<file path="src/sv/dnsd_pkg.sv">
// Shared constants, payload structs and controller/datapath command types.
`default_nettype none

package dnsd_pkg;

  // Packet store geometry and walk limits.
  localparam int STORE_DEPTH = 1024;
  localparam int ADDR_W      = $clog2(STORE_DEPTH);
  localparam int MAX_HOPS    = 5;
  localparam int HOP_W       = $clog2(MAX_HOPS + 1);
  localparam int CUR_W       = 14;
  localparam int LEN_W       = 11;

  // Input word modes.
  localparam logic [1:0] MODE_LOAD  = 2'd0;
  localparam logic [1:0] MODE_START = 2'd1;
  localparam logic [1:0] MODE_PULL  = 2'd2;

  // End status codes on the final marker.
  localparam logic [1:0] END_TERM    = 2'd0;
  localparam logic [1:0] END_OVERRUN = 2'd1;
  localparam logic [1:0] END_HOPS    = 2'd2;

  // Label byte decoding.
  localparam logic [7:0] PTR_MARK      = 8'hC0;
  localparam logic [7:0] PTR_HIGH_MASK = 8'h3F;
  localparam logic [7:0] DOT_CHAR      = 8'h2E;

  typedef struct packed {
    logic [1:0]  mode;
    logic [9:0]  load_address;
    logic [7:0]  load_byte;
    logic [9:0]  start_offset;
    logic [10:0] packet_length;
  } in_word_t;

  typedef struct packed {
    logic [7:0]  name_char;
    logic        last;
    logic [10:0] end_offset;
    logic [1:0]  end_status;
  } out_word_t;

  // Datapath operations requested by the controller.
  typedef enum logic [3:0] {
    OP_NONE,
    OP_LOAD,
    OP_START,
    OP_READ_CUR,
    OP_FINISH,
    OP_PTR_FIRST,
    OP_PTR_JUMP,
    OP_TERM,
    OP_LABEL_OPEN,
    OP_CHAR,
    OP_EMIT
  } op_t;

  typedef struct packed {
    op_t        op;
    logic [1:0] fin_status;
    logic       emit_last;
  } cmd_t;

  typedef struct packed {
    logic finished;
    logic label_active;
    logic hop_limit;
    logic cur_past;
    logic is_ptr;
    logic ptr_past;
    logic is_zero;
    logic label_past;
    logic dot_needed;
    logic out_free;
  } sts_t;

endpackage

`default_nettype wire

</file>
<file path="src/sv/dnsd_ctrl.sv">
// Decoder controller: sequences length-byte reads, pointer hops and word emission.
`default_nettype none

module dnsd_ctrl
  import dnsd_pkg::*;
(
  input  wire logic       clk,
  input  wire logic       rst_n,
  input  wire logic       in_valid,
  input  wire logic [1:0] mode,
  input  wire sts_t       sts,
  output      logic       in_ready,
  output      cmd_t       cmd
);

  typedef enum logic [2:0] {
    S_IDLE,
    S_CHECK,
    S_LEN,
    S_PTR,
    S_CHAR,
    S_EMIT
  } state_t;

  state_t state_r, state_nxt;
  logic   emit_last_r, emit_last_nxt;

  // State and emit-kind registers.
  always_ff @(posedge clk) begin
    if (!rst_n) begin
      state_r     <= S_IDLE;
      emit_last_r <= 1'b0;
    end else begin
      state_r     <= state_nxt;
      emit_last_r <= emit_last_nxt;
    end
  end

  // Next state and datapath command.
  always_comb begin
    state_nxt      = state_r;
    emit_last_nxt  = emit_last_r;
    in_ready       = 1'b0;
    cmd.op         = OP_NONE;
    cmd.fin_status = END_TERM;
    cmd.emit_last  = emit_last_r;
    unique case (state_r)
      S_IDLE: begin
        in_ready = 1'b1;
        if (in_valid) begin
          unique case (mode)
            MODE_LOAD:  cmd.op = OP_LOAD;
            MODE_START: cmd.op = OP_START;
            MODE_PULL: begin
              priority if (sts.finished) begin
                emit_last_nxt = 1'b1;
                state_nxt     = S_EMIT;
              end else if (sts.label_active) begin
                cmd.op    = OP_READ_CUR;
                state_nxt = S_CHAR;
              end else begin
                state_nxt = S_CHECK;
              end
            end
            default: begin
            end
          endcase
        end
      end
      S_CHECK: begin
        priority if (sts.hop_limit) begin
          cmd.op         = OP_FINISH;
          cmd.fin_status = END_HOPS;
          emit_last_nxt  = 1'b1;
          state_nxt      = S_EMIT;
        end else if (sts.cur_past) begin
          cmd.op         = OP_FINISH;
          cmd.fin_status = END_OVERRUN;
          emit_last_nxt  = 1'b1;
          state_nxt      = S_EMIT;
        end else begin
          cmd.op    = OP_READ_CUR;
          state_nxt = S_LEN;
        end
      end
      S_LEN: begin
        priority if (sts.is_ptr && sts.ptr_past) begin
          cmd.op         = OP_FINISH;
          cmd.fin_status = END_OVERRUN;
          emit_last_nxt  = 1'b1;
          state_nxt      = S_EMIT;
        end else if (sts.is_ptr) begin
          cmd.op    = OP_PTR_FIRST;
          state_nxt = S_PTR;
        end else if (sts.is_zero) begin
          cmd.op        = OP_TERM;
          emit_last_nxt = 1'b1;
          state_nxt     = S_EMIT;
        end else if (sts.label_past) begin
          cmd.op         = OP_FINISH;
          cmd.fin_status = END_OVERRUN;
          emit_last_nxt  = 1'b1;
          state_nxt      = S_EMIT;
        end else begin
          cmd.op = OP_LABEL_OPEN;
          // A label after the first one is announced by its dot alone.
          if (sts.dot_needed) begin
            emit_last_nxt = 1'b0;
            state_nxt     = S_EMIT;
          end else begin
            state_nxt = S_CHAR;
          end
        end
      end
      S_PTR: begin
        cmd.op    = OP_PTR_JUMP;
        state_nxt = S_CHECK;
      end
      S_CHAR: begin
        cmd.op        = OP_CHAR;
        emit_last_nxt = 1'b0;
        state_nxt     = S_EMIT;
      end
      S_EMIT: begin
        if (sts.out_free) begin
          cmd.op    = OP_EMIT;
          state_nxt = S_IDLE;
        end
      end
      default: begin
        state_nxt = S_IDLE;
      end
    endcase
  end

endmodule

`default_nettype wire

</file>
<file path="config.mk">
export PLATFORM = sky130hd
export DESIGN_NAME = dnsd_ctrl
export DESIGN_NICKNAME = d
export VERILOG_FILES = /design/src/sv/dnsd_pkg.sv /design/src/sv/dnsd_ctrl.sv
export SDC_FILE = /design/constraint.sdc
export NUM_CORES = 1
export LEC_CHECK = 0
export BUFFER_PORTS_ARGS = -buffer_cell sky130_fd_sc_hd__buf_2
export CAP_MARGIN = 20
export CORE_AREA = 2 2 39 41
export DETAILED_ROUTE_END_ITERATION = 7
export DIE_AREA = 0 0 41 43
export PLACE_DENSITY = 0.8
export SLEW_MARGIN = 15
export SYNTH_ARGS = -nofsm -noshare
export SYNTH_HDL_FRONTEND = slang
export SYNTH_SLANG_ARGS = --single-unit
export TNS_END_PERCENT = 30
</file>
<file path="constraint.sdc">
create_clock -name clk -period 1.49 [get_ports clk]
set_clock_uncertainty 0.1 [all_clocks]
set_input_delay 0.149 -clock clk [delete_from_list [all_inputs] [get_ports clk]]
set_output_delay 0.149 -clock clk [all_outputs]
set_load 0.1 [all_outputs]
</file>
==> run summary <==
- 122% — synthesis-to-finish area growth
- 22 — IO buf count
- 17 — number of DRC markers after the initial detailed-route iteration
- 0.04 ns — clock-pin transition on the worst setup and hold timing paths
- 890 µm² — total cell area at the placement stage
- 0 — initial antenna violation count
- 89 — post-synth net total
- 9 — number of setup violations in the final report
- 0 — number of hold violations in the final report
- 0 — remaining antenna violation count
- sky130_fd_sc_hd__clkbuf_4 — Root Driver
- 0.24 ns — clock latency on the worst-skew pair
- 0.931 — placer's final routability congestion estimate
- state_r[0] — worst setup path startpoint
- 88.8 µm² — register area
- sky130_fd_sc_hd__dfxtp_1 15%, sky130_fd_sc_hd__nor2b_1 7.3%, sky130_fd_sc_hd__nor2_1 5.1%, sky130_fd_sc_hd__nand2_1 4.4%, sky130_fd_sc_hd__inv_1 3.6% — cell types occupying the most area after synthesis
- 770 — number of global-route vias before repair
- 15.5% — Seq/Total Area, Yosys
- 37.3% — starting density of the core
- setup timing — violated checks
- flop — element type at the critical path start
- state_r[0] — endpoint of the lowest-slack register-to-register path
- output port — Critical Path Sink Type
- complete, but fails checks — result of the run
- 0 — number of diodes
- 1140 mW/mm² — total power density per cell area
- 14 — cell row count
- 3 — total clock buffers created by CTS
- flop to output port — Crit Path Class
- 4 — highest fanout seen on the critical path
- 1 — H-tree Lvls
- 0 — Hold-fix buffers, CTS
- 74 — number of cells produced by synthesis
- 0 — count of yosys warnings during synthesis
- 1.65 ns — WP data arrival
- 1.24 ns — required time at the endpoint of the critical path
- 0 — max-capacitance violation count
- 4 — TritonRoute pass-1 iters
- 68.0% — Max-slew headroom
- 0.0755 ns — Hold WS
- 3420 µm — first-pass GRT wire length
- 8 — maximum number of pins on one net before global-route repair
- 0.00138 mm² — Floorplan Core Area
- 41 µm — chip width
- 0.505 nW — leakage power
- 4 — flip-flop and latch count after synthesis
- 750 µV — worst vdd ir
- 0% — share of synthesized flip-flops with an asynchronous set or reset
- true — RSZ-0062 raised after global routing
- 527 µm² — area used by multi-input combinational logic
- 6.98 µm² — syn avg cell area
- 15.5% — portion of synthesized cell area occupied by the leading cell type
- state_r[0] — startpoint of the worst-slack reg-to-reg timing path
- 0 — post-detailed-route DRC marker count
- -0.29 ns — register-to-register path setup slack
- 7 x sky130_fd_sc_hd__nor2_1, 6 x sky130_fd_sc_hd__nand2_1, 6 x sky130_fd_sc_hd__nor2b_1 — commonest cells in the netlist
- 23 — # IOs
- 528 MHz — peak clock frequency supported by timing
- 127% — Period Utilization, post-route
- -0.404 ns — worst-case setup margin in the final layout
- 28.2% — total routing usage reported by global routing
- 0.00176 mm² — Total Die Area
- 1.31 mW — final total power
- input port to flop — classification of the worst-slack hold path
- 2 — Worst Hold Depth
- 1300 µm — half-perimeter wire length of the detailed placement result
- 2 — maximum number of buffers from clock root to sink
- 0 — global route total overflow
- 43 µm — height of the chip
- sky130_fd_sc_hd__dfxtp_1 — most common flop cell mapped by yosys
- rst_n — startpoint of the tightest hold check path
- 17.7 µm — routed length per instance
- 0 — EDFF count, synth
- 1.89 ns — Min Clock Period, post-route
- 816 — total via count in the routed design
- 64.0% — fraction of layout instances using a drive strength above 1
- 0.00115 mm² — post-route cell area
- 142 — # nets final
- sky130_fd_sc_hd__nor2_1 — count leader, synth
- 0 — count of final max-slew check failures
- 0.483 ns — measured slew at the worst slew-check pin
- 7 — depth of the most critical reg-to-reg path
- done — TritonCTS clock tree
- 5.79 — vias per cell
- 82.8% — share of the core filled with cells in the final layout
- 85 — number of filler instances in the final layout
- 517 µm² — Post-Synthesis Cell Area
- sky130_fd_sc_hd__dfxtp_1 — cell taking the most area after synthesis
- 2490 µm — aggregate routed wire length
- 4 — Sink Count
- state_r[0] — end point of the worst hold path
- 39 — number of unique standard cell types used by synthesis
[layout make-up]
class,count,area share (%)
Sequential cell,4,7.75
Multi-Input combinational cell,60,46.0
Clock buffer,3,1.97
Timing Repair Buffer,53,40.9
Inverter,5,1.64
Tap cell,16,1.75
[metrics by stage]
step,setup WS [ns],cells,TNS [ns]
final,-0.404,141,-2.52
after global routing,-0.467,141,-2.97
after CTS,-0.314,133,-1.55
after detailed placement,-0.161,124,-0.622
after global placement,-0.106,124,-0.431
after floorplan,-0.770,74,-4.53
[where the power goes]
part	total [mW]	internal, mW	switching (mW)	leakage [nW]
Sequential	0.154	0.128	0.0254	0.0346
Clock	0.136	0.0902	0.0456	0.0138
Combinational	1.02	0.436	0.580	0.456
[critical path, cell delays in order (launching register included)]
cell                       delay, ns
sky130_fd_sc_hd__dfxtp_4        0.35
sky130_fd_sc_hd__buf_6          0.13
sky130_fd_sc_hd__nor3_4         0.20
sky130_fd_sc_hd__o211ai_1       0.16
sky130_fd_sc_hd__buf_4          0.18
sky130_fd_sc_hd__o32ai_4        0.09
sky130_fd_sc_hd__a31o_4         0.14
sky130_fd_sc_hd__buf_12         0.16
[kinds of logic after synthesis]
kind of cell    Yosys count  share of synthesized area, %
mux                       1                          1.94
flops                     4                          15.5
buf+inv                  10                          8.72
compound gates           25                          34.9
xor+xnor                  1                          1.70
simple gates             33                          37.3
[state kept, by name, indices dropped and copies added (netlist names)]
signal	flops
state_r	3
emit_last_r	1
[metal layers]
metal | vias to the layer above | wire [µm] | global-route usage [%] | share of wire [%]
met4 | 0 | 49 | 11.3 | 2.0
met2 | 54 | 1270 | 47.8 | 51
met1 | 384 | 947 | 34.8 | 38
met5 | - | 0 | 0 | 0
met3 | 5 | 222 | 1.57 | 8.9
li1 | 373 | - | - | -
[worst max path at each step]
stage	cells after the start	slack, ns	to
finish	7	-0.40	cmd[4]
global route	7	-0.47	cmd[4]
CTS	7	-0.31	cmd[4]
detailed placement	6	-0.16	cmd[3]
global placement	4	-0.11	cmd[5]
floorplan	5	-0.77	cmd[4]
[repair_timing]
item / 4_1_cts / 5_1_grt
buffers inserted: 6 / 8
pin swaps: 7 / 7
gates resized for setup: 24 / 6
endpoints found under the hold margin: 0 / 0
endpoints found under the setup margin: 10 / 10
[cells in the final DEF (no fill, tap or decap), drive strengths merged, types with 3 or more instances in the layout]
cell type and instances:
clkbuf 3, nor2b 6, nor2 7, dfxtp 4, a21oi 4, nor3 3
buf 53, inv 5, o21ai 6, nand2 6
Note: power is estimated with default switching activity, not from simulation.
